### src/rtl/moving_average_spread_macros.svh
// ----------------------------------------------------------------------------
// Assertion macros for moving_average_spread
// Shorthand for clocked implication checks with asynchronous reset disable.
// ----------------------------------------------------------------------------
`ifndef MOVING_AVERAGE_SPREAD_MACROS_SVH
`define MOVING_AVERAGE_SPREAD_MACROS_SVH

// same-cycle implication
`define MAS_ASSERT_NOW(lbl, clk, rst_n, ante, cons, msg) \
	lbl: assert property (@(posedge clk) disable iff (!rst_n) (ante) |-> (cons)) \
		else $error(msg);

// next-cycle implication
`define MAS_ASSERT_NEXT(lbl, clk, rst_n, ante, cons, msg) \
	lbl: assert property (@(posedge clk) disable iff (!rst_n) (ante) |=> (cons)) \
		else $error(msg);

`endif

### src/rtl/mas_pkg.sv
// ----------------------------------------------------------------------------
// mas_pkg
// Fixed widths and limits shared by the moving average spread block.
// ----------------------------------------------------------------------------
package mas_pkg;

	localparam int SPREAD_W  = 16;   // result width, saturating
	localparam int CFG_W     = 7;    // window length register width
	localparam int SEEN_W    = 7;    // sample counter width
	localparam int SEEN_MAX  = 127;  // sample counter saturates here

	typedef logic [CFG_W-1:0]    len_t;
	typedef logic [SEEN_W-1:0]   seen_t;
	typedef logic [SPREAD_W-1:0] spread_t;

endpackage

### src/rtl/mas_if.sv
// ----------------------------------------------------------------------------
// mas_if
// Valid/ready channels for sample words in and spread words out.
// ----------------------------------------------------------------------------
interface mas_in_if #(
	parameter int SAMPLE_BITS = 16
);
	logic                          valid;
	logic                          ready;
	logic signed [SAMPLE_BITS-1:0] sample;
	logic                          last;

	modport source (output valid, output sample, output last, input ready);
	modport sink   (input valid, input sample, input last, output ready);
endinterface

interface mas_out_if import mas_pkg::*; ();
	logic    valid;
	logic    ready;
	spread_t spread;
	logic    too_short;

	modport source (output valid, output spread, output too_short, input ready);
	modport sink   (input valid, input spread, input too_short, output ready);
endinterface

### src/rtl/mas_div.sv
// ----------------------------------------------------------------------------
// mas_div
// Restoring unsigned divider, one quotient bit per cycle.
// ----------------------------------------------------------------------------
module mas_div #(
	parameter int DW = 24,
	parameter int VW = 7
) (
	input  logic          clk,
	input  logic          arst_n,
	input  logic          start,
	input  logic [DW-1:0] dividend,
	input  logic [VW-1:0] divisor,
	output logic          done,
	output logic [DW-1:0] quotient
);

	localparam int CW = $clog2(DW + 1);

	logic [DW-1:0] dq_q;     // dividend shifting out, quotient shifting in
	logic [VW:0]   rem_q;
	logic [VW-1:0] dvs_q;
	logic [CW-1:0] cnt_q;
	logic          busy_q;
	logic          done_q;

	logic [VW:0] rem_sh;
	logic [VW:0] rem_sub;
	logic        ge;

	assign rem_sh  = {rem_q[VW-1:0], dq_q[DW-1]};
	assign ge      = rem_sh >= {1'b0, dvs_q};
	assign rem_sub = rem_sh - {1'b0, dvs_q};

	always_ff @(posedge clk or negedge arst_n) begin
		if (!arst_n) begin
			busy_q <= 1'b0;
			done_q <= 1'b0;
			cnt_q  <= '0;
		end else begin
			done_q <= 1'b0;
			if (start) begin
				busy_q <= 1'b1;
				cnt_q  <= CW'(DW);
			end else if (busy_q) begin
				cnt_q <= cnt_q - 1'b1;
				if (cnt_q == CW'(1)) begin
					busy_q <= 1'b0;
					done_q <= 1'b1;
				end
			end
		end
	end

	always_ff @(posedge clk) begin
		if (start) begin
			dq_q  <= dividend;
			rem_q <= '0;
			dvs_q <= divisor;
		end else if (busy_q) begin
			rem_q <= ge ? rem_sub : rem_sh;
			dq_q  <= {dq_q[DW-2:0], ge};
		end
	end

	assign done     = done_q;
	assign quotient = dq_q;

endmodule

### src/rtl/moving_average_spread.sv
// ----------------------------------------------------------------------------
// moving_average_spread
// Peak-to-peak spread of a k-sample moving average over a sample sequence.
// ----------------------------------------------------------------------------
// Each accepted sample is written to a circular sample memory, then the window
// sum is rebuilt by one adder walking back over the last n = min(samples seen,
// k) entries, one memory read per cycle. An ordinary sample goes through its
// accept, the read/accumulate pass and the extreme update before the next
// accept. A sample marked last adds a DW-bit bit-serial division of (max sum -
// min sum) by k, DW being max(SAMPLE_BITS + 7, 17), or skips it when the
// sequence held no full window, plus any wait for the previous result word to
// be taken. k is window_len clamped to 1..min(WINDOW_MAX, SEEN_MAX) and is
// sampled with every accepted item, so a write to window_len applies from the
// next accepted sample. A sequence with no full window returns spread 0 and
// too_short set. No clearing pass is needed after reset.
// ----------------------------------------------------------------------------
`include "moving_average_spread_macros.svh"

module moving_average_spread import mas_pkg::*; #(
	parameter int WINDOW_MAX  = 64,
	parameter int SAMPLE_BITS = 16
) (
	input  logic        clk,
	input  logic        arst_n,
	input  logic        cfg_we,
	input  len_t        cfg_wdata,
	mas_in_if.sink      din,
	mas_out_if.source   dout
);

	localparam int AW    = (WINDOW_MAX > 1) ? $clog2(WINDOW_MAX) : 1;
	localparam int SUM_W = SAMPLE_BITS + SEEN_W;
	localparam int DIV_W = (SUM_W > SPREAD_W) ? SUM_W : SPREAD_W + 1;
	localparam int KMAX  = (WINDOW_MAX < SEEN_MAX) ? WINDOW_MAX : SEEN_MAX;

	localparam logic [AW-1:0] LAST_ADDR = AW'(WINDOW_MAX - 1);

	localparam logic [2:0] ST_IDLE = 3'd0;
	localparam logic [2:0] ST_SUM  = 3'd1;
	localparam logic [2:0] ST_UPD  = 3'd2;
	localparam logic [2:0] ST_DIVS = 3'd3;
	localparam logic [2:0] ST_DIV  = 3'd4;
	localparam logic [2:0] ST_FIN  = 3'd5;

	logic [2:0]              state_q;
	len_t                    wl_q;
	logic [AW-1:0]           wslot_q;
	logic [AW-1:0]           ptr_q;
	seen_t                   seen_q;
	len_t                    k_q;
	seen_t                   cnt_q;
	logic                    last_q;
	logic                    full_q;
	logic                    ext_vld_q;
	logic signed [SUM_W-1:0] sum_q;
	logic signed [SUM_W-1:0] max_q;
	logic signed [SUM_W-1:0] min_q;
	logic [SAMPLE_BITS-1:0]  rd_q;
	logic                    rd_vld_q;
	spread_t                 res_spread_q;
	logic                    res_short_q;
	logic                    out_vld_q;
	spread_t                 out_spread_q;
	logic                    out_short_q;

	logic [SAMPLE_BITS-1:0] mem_q [WINDOW_MAX];

	logic                    accept;
	len_t                    k;
	seen_t                   seen_nx;
	seen_t                   n;
	logic signed [SUM_W-1:0] rd_ext;
	logic                    div_start;
	logic                    div_done;
	logic [DIV_W-1:0]        div_q;
	logic [DIV_W-1:0]        diff;
	logic                    out_free;

	assign accept   = din.valid && din.ready;
	assign out_free = !out_vld_q || dout.ready;

	// clamp the window length to 1..min(WINDOW_MAX, SEEN_MAX)
	always_comb begin
		priority if (wl_q == '0)
			k = len_t'(1);
		else if (int'(wl_q) > KMAX)
			k = len_t'(KMAX);
		else
			k = wl_q;
	end

	assign seen_nx = (seen_q == seen_t'(SEEN_MAX)) ? seen_q : seen_q + 1'b1;
	assign n       = (seen_nx < k) ? seen_nx : k;
	assign rd_ext  = {{(SUM_W - SAMPLE_BITS){rd_q[SAMPLE_BITS-1]}}, rd_q};
	assign diff    = DIV_W'(unsigned'(max_q - min_q));

	assign div_start = (state_q == ST_DIVS);

	mas_div #(
		.DW (DIV_W),
		.VW (CFG_W)
	) u_div (
		.clk      (clk),
		.arst_n   (arst_n),
		.start    (div_start),
		.dividend (diff),
		.divisor  (k_q),
		.done     (div_done),
		.quotient (div_q)
	);

	always_ff @(posedge clk or negedge arst_n) begin
		if (!arst_n) begin
			wl_q <= len_t'(1);
		end else if (cfg_we) begin
			wl_q <= cfg_wdata;
		end
	end

	// sample memory: write on accept, registered read
	always_ff @(posedge clk) begin
		if (accept)
			mem_q[wslot_q] <= din.sample;
		rd_q <= mem_q[ptr_q];
	end

	always_ff @(posedge clk or negedge arst_n) begin
		if (!arst_n) begin
			state_q   <= ST_IDLE;
			wslot_q   <= '0;
			ptr_q     <= '0;
			seen_q    <= '0;
			k_q       <= len_t'(1);
			cnt_q     <= '0;
			last_q    <= 1'b0;
			full_q    <= 1'b0;
			ext_vld_q <= 1'b0;
			sum_q     <= '0;
			max_q     <= '0;
			min_q     <= '0;
			rd_vld_q  <= 1'b0;
		end else begin
			unique case (state_q)
				ST_IDLE: begin
					if (accept) begin
						wslot_q <= (wslot_q == LAST_ADDR) ? '0 : wslot_q + 1'b1;
						ptr_q   <= wslot_q;
						seen_q  <= seen_nx;
						k_q     <= k;
						cnt_q   <= n;
						last_q  <= din.last;
						full_q  <= seen_nx >= k;
						sum_q   <= '0;
						state_q <= ST_SUM;
					end
				end
				ST_SUM: begin
					// issue one read and fold in the previous one
					if (cnt_q != '0) begin
						ptr_q <= (ptr_q == '0) ? LAST_ADDR : ptr_q - 1'b1;
						cnt_q <= cnt_q - 1'b1;
					end
					rd_vld_q <= (cnt_q != '0);
					if (rd_vld_q)
						sum_q <= sum_q + rd_ext;
					if (cnt_q == '0 && !rd_vld_q)
						state_q <= ST_UPD;
				end
				ST_UPD: begin
					if (full_q) begin
						ext_vld_q <= 1'b1;
						if (!ext_vld_q || sum_q > max_q)
							max_q <= sum_q;
						if (!ext_vld_q || sum_q < min_q)
							min_q <= sum_q;
					end
					priority if (!last_q)
						state_q <= ST_IDLE;
					else if (ext_vld_q || full_q)
						state_q <= ST_DIVS;
					else
						state_q <= ST_FIN;
				end
				ST_DIVS: begin
					state_q <= ST_DIV;
				end
				ST_DIV: begin
					if (div_done)
						state_q <= ST_FIN;
				end
				ST_FIN: begin
					// drop the sequence once the result word is loaded
					if (out_free) begin
						wslot_q   <= '0;
						seen_q    <= '0;
						ext_vld_q <= 1'b0;
						max_q     <= '0;
						min_q     <= '0;
						state_q   <= ST_IDLE;
					end
				end
				default: begin
					state_q <= ST_IDLE;
				end
			endcase
		end
	end

	// result staging: short sequence set in UPD, quotient saturated on done
	always_ff @(posedge clk) begin
		if (state_q == ST_UPD) begin
			res_spread_q <= '0;
			res_short_q  <= !(ext_vld_q || full_q);
		end else if (div_done) begin
			res_spread_q <= (|div_q[DIV_W-1:SPREAD_W]) ? '1 : div_q[SPREAD_W-1:0];
			res_short_q  <= 1'b0;
		end
	end

	always_ff @(posedge clk or negedge arst_n) begin
		if (!arst_n) begin
			out_vld_q <= 1'b0;
		end else begin
			priority if (state_q == ST_FIN && out_free)
				out_vld_q <= 1'b1;
			else if (dout.ready)
				out_vld_q <= 1'b0;
		end
	end

	always_ff @(posedge clk) begin
		if (state_q == ST_FIN && out_free) begin
			out_spread_q <= res_spread_q;
			out_short_q  <= res_short_q;
		end
	end

	assign din.ready      = (state_q == ST_IDLE);
	assign dout.valid     = out_vld_q;
	assign dout.spread    = out_spread_q;
	assign dout.too_short = out_short_q;

	`MAS_ASSERT_NEXT(a_busy_after_accept, clk, arst_n, accept, !din.ready, "ready after accept")
	`MAS_ASSERT_NOW(a_short_zero, clk, arst_n, dout.valid && dout.too_short, dout.spread == '0, "short result with nonzero spread")
	`MAS_ASSERT_NOW(a_extreme_order, clk, arst_n, ext_vld_q, max_q >= min_q, "max sum below min sum")
	`MAS_ASSERT_NOW(a_cnt_in_window, clk, arst_n, state_q == ST_SUM, cnt_q <= k_q, "read count beyond window")
	`MAS_ASSERT_NOW(a_div_done_state, clk, arst_n, div_done, state_q == ST_DIV, "divider done outside divide")

endmodule
### src/flat_wrapper.sv
// flat-port wrapper written by rule: the top's interface ports become plain ports
module moving_average_spread_flat import mas_pkg::*;
#(
	parameter int WINDOW_MAX  = 64,
	parameter int SAMPLE_BITS = 16
)
  (clk, arst_n, cfg_we, cfg_wdata, din_valid, din_sample, din_last, din_ready, dout_valid, dout_spread, dout_too_short, dout_ready);
  mas_in_if #(.SAMPLE_BITS(SAMPLE_BITS)) din_i ();
  mas_out_if dout_i ();
  input  logic clk;
  input  logic arst_n;
  input  logic cfg_we;
  input  len_t cfg_wdata;
  input wire logic [$bits(din_i.valid)-1:0] din_valid;
  input wire logic [$bits(din_i.sample)-1:0] din_sample;
  input wire logic [$bits(din_i.last)-1:0] din_last;
  output wire logic [$bits(din_i.ready)-1:0] din_ready;
  output wire logic [$bits(dout_i.valid)-1:0] dout_valid;
  output wire logic [$bits(dout_i.spread)-1:0] dout_spread;
  output wire logic [$bits(dout_i.too_short)-1:0] dout_too_short;
  input wire logic [$bits(dout_i.ready)-1:0] dout_ready;
  assign din_i.valid = din_valid;
  assign din_i.sample = din_sample;
  assign din_i.last = din_last;
  assign din_ready = din_i.ready;
  assign dout_valid = dout_i.valid;
  assign dout_spread = dout_i.spread;
  assign dout_too_short = dout_i.too_short;
  assign dout_i.ready = dout_ready;
  moving_average_spread #(.WINDOW_MAX(WINDOW_MAX), .SAMPLE_BITS(SAMPLE_BITS)) u_core (.clk(clk), .arst_n(arst_n), .cfg_we(cfg_we), .cfg_wdata(cfg_wdata), .din(din_i), .dout(dout_i));
endmodule
### config.mk
export PLATFORM = sky130hd
export DESIGN_NAME = moving_average_spread_flat
export DESIGN_NICKNAME = d
export VERILOG_FILES = /design/src/rtl/mas_pkg.sv /design/src/rtl/mas_if.sv /design/src/rtl/mas_div.sv /design/src/rtl/moving_average_spread.sv /design/src/flat_wrapper.sv
export VERILOG_INCLUDE_DIRS = /design/src /design/src/rtl
export SDC_FILE = /design/constraint.sdc
export NUM_CORES = 1
export LEC_CHECK = 0
export BUFFER_PORTS_ARGS = -buffer_cell sky130_fd_sc_hd__buf_2
export CAP_MARGIN = 40
export CORE_MARGIN = 1.5
export CORE_UTILIZATION = 45
export DETAILED_ROUTE_END_ITERATION = 6
export PLACE_DENSITY_LB_ADDON = 0.05
export REMOVE_ABC_BUFFERS = 1
export SKIP_LAST_GASP = 1
export SYNTH_ARGS = -nofsm -noshare
export SYNTH_HDL_FRONTEND = slang
export SYNTH_SLANG_ARGS = --single-unit
### constraint.sdc
create_clock -name clk -period 10 [get_ports clk]
set_clock_uncertainty 0.15 [all_clocks]
set_input_delay 2 -clock clk [delete_from_list [all_inputs] [get_ports clk]]
set_output_delay 2 -clock clk [all_outputs]
set_load 0.05 [all_outputs]
==> impl_results.md <==
- Die span in y: approximately 340 um
- RSZ-0062 raised after global routing: no
- Reg2reg end: u_core.rd_q[4]
- Post-route setup slack: 5441 ps
- YS warnings: 0
- Antenna diode instance count: 0
- CTS Buf Count: 135
- Setup crit end: u_core.mem_q[40][9]
- Post-synth EDFFs: 1072
- CTS tree: yes
- Maximum vdd drop: around 0.19 mV
- Area Overhead vs Synth: 13.42%
- Cell taking the most area after synthesis: edfxtp_1
- IO buf count: 47
- Starting Density: 0.4543
- Worst hold margin: 282.3 ps
- Post-synth top area share: 0.6290
- Max-Cap Viols: 0
- Worst path bufs/invs: 2
- Final hold vios: 0
- Reg2reg start: u_core.ptr_q[1]
- Hold-fix buffers at CTS: 0
- Worst hold path type: register to register
- Post-DR wirelength/cell: roughly 28 um
- GPL Wtd Cong: 0.8160
- Leak pwr: 20.10 nW
- Worst Setup SP: din_valid
- Core area: 112700 sq um
- Critical Path Stages: 6
- CTS H-tree depth: 4
- Power Dens Cells: 309.9 nW/um^2
- Share of layout cells above drive strength 1: 0.1657
- Synth top area cells: edfxtp_1 63%, mux4_2 7.0%, dfrtp_1 6.0%
- Dominant synthesized flop cell: edfxtp_1
- Pre-antenna DRT Iters: 5
- Largest net degree at the start of global routing: 111
- Final max-slew violation count: 0
- Vias in the first global route: 28680
- Die area: 115800 sq um
- CP Cell Sequence: buf_2, nand2_1, nor2_1, nand2_1, nor2_1, buf_4
- Critical path peak fanout: 25
- Synth cell count leaders: 1072 x edfxtp_1, 230 x mux2i_1, 187 x nor2_1
- CTS sink cnt: 1235
- Most frequent cell after synthesis: edfxtp_1
- Critical Path Start Type: input port
- Post-synthesis sequential area ratio: 0.7050
- Clock root buffer: clkbuf_16
- Remaining DRCs: 0
- Worst setup EP type: register
- Vias: 28510
- Resized cells post-CTS: 0
- GRT Residual Overflow: 0
- Final Cell Area: between 50000 and 60000 sq um
- Slew headroom: 0.3520
- Unique masters post-synth: 79
- Setup Buffers After CTS: 0
- Yosys reg bits: 1235
- Vias per Instance: 5.885
- Synth Cell Area: 51180 sq um
- Critical Setup Path Class: input port to register
- Min Tclk post-route: 4559 ps
- Place WS: around 4700 ps
- DP Area: 53790 sq um
- Slowest stage delay, CP: 710 ps
- I/O pin cnt: 48
- Fill cells: 9190
- Cell count of the worst reg-to-reg path: 9
- Total GRT Usage: 0.2338
- Antenna violations before repair: 2
- Crit share post-route: 0.4559
- Final nets: 3387
- Reg2reg setup slack: 5510 ps
- Asr flop ratio synth: 0.1004
- Initial DRC Count: 2718
- CP Data Required Time: between 10000 and 15000 ps
- Cell count after synthesis: 3095
- Final Setup Violations: 0
- Post-route ant nets: 0
- Status: finished, final reports clean
- Pwr Total: 0.01799 W
- Syn Area/Cell: approximately 17 sq um
- Clock transition at the registers of the reported paths: 60 ps
- Total wire length: 134700 um
- Post-DP HPWL: 84400 um
- Slowest library cell on the worst path: nor2_1
- Worst-Skew Late Latency: 730 ps
- Clock buffer depth: 3
- Rows: 123
- Slew @ Worst Pin: 972.0 ps
- Max Fclk: ~220 MHz
- CP delay by family, top: simple AND/OR/NAND/NOR gates
- Die width: approximately 340 um
- Global-route wire length before repair: between 150000 and 200000 um
- Critical Path AT: 4840 ps
-- cells in the final DEF (no fill, tap or decap), drive strengths merged, types with 91 or more instances in the layout --
cell type and n:
dfrtp 122, buf 169, ha 110, nor2 187
a21oi 120, inv 91, edfxtp 1072, o21ai 111
o221ai 122, mux4 159, clkbuf 179, mux2i 230
nand2 132
-- metrics by stage --
stage,cells,utilization,TNS (ps)
CTS,4843,0.5150,0
detailed placement,4607,0.4775,0
finish,4844,0.5152,0
global route,4844,0.5152,0
global placement,4587,0.4745,0
floorplan,2939,-,-85710
-- flip-flops by register name, indices dropped and copies added, names as in the netlist, 16 cells and up --
signal and count:
u_core.max_q 23, u_core.res_spread_q 16, u_core.min_q 23, u_core.rd_q 16
u_core.u_div.quotient 23, u_core.sum_q 23, u_core.dout.spread 16, u_core.mem_q 1024
-- kinds of logic (layout without fill, tap and decap cells) --
| kind of cell | count (synthesis) | in the layout | synth area share |
|---|---|---|---|
| flops | 1235 | 1235 | 0.7050 |
| mux | 399 | 399 | 0.1172 |
| fa+ha+maj | 113 | 113 | 0.02807 |
| compound gates | 596 | 596 | 0.08198 |
| xor+xnor | 42 | 42 | 0.007188 |
| buf+inv | 247 | 496 | 0.01993 |
| simple gates | 463 | 463 | 0.04064 |
-- power by group --
group,internal [W],switching (W),total [W]
Clock,0.00279,0.00198,0.00477
Combinational,0.00263,0.00407,0.00670
Sequential,0.00604,0.000478,0.00652
Total,0.0115,0.00653,0.0180
-- routing by layer --
layer / routed length (um) / vias to the layer above / part of all wire / track usage
met3: 7013 / 174 / 0.052 / 0.03105
met5: 0 / - / 0 / 0
met4: 2965 / 0 / 0.022 / 0.06139
li1: - / 12670 / - / -
met2: 65040 / 831 / 0.48 / 0.3801
met1: 59700 / 14840 / 0.44 / 0.3340
-- final cells by class --
class,instances,area [sq um],area share
flip-flops and latches,1235,36090,0.6218
well taps,1500,1877,0.03234
clock inverters,57,508.0,0.008752
clock buffers,179,3720,0.06409
repair buffers,169,1403,0.02417
inverters,91,341.6,0.005885
multi-input cells,1613,14100,0.2430
-- worst reg2reg max path: cells and delay by family (launching register included) --
family	cells	cell delay (ps)
AOI/OAI and AO/OA	4	1020
buffers and inverters	3	1540
DFF	1	940
and+or+nand+nor	2	700
-- worst min path at each step --
stage	startpoint	slack [ps]	to	cells after the start
after floorplan	u_core.res_short_q	250	u_core.dout.too_short	0
after global placement	u_core.res_short_q	260	u_core.dout.too_short	0
after detailed placement	u_core.res_spread_q[1]	270	u_core.dout.spread[1]	0
after CTS	u_core.res_spread_q[1]	280	u_core.dout.spread[1]	0
after global routing	u_core.res_short_q	280	u_core.dout.too_short	0
final	u_core.res_spread_q[1]	280	u_core.dout.spread[1]	0
Note: power is estimated with default switching activity, not from simulation.
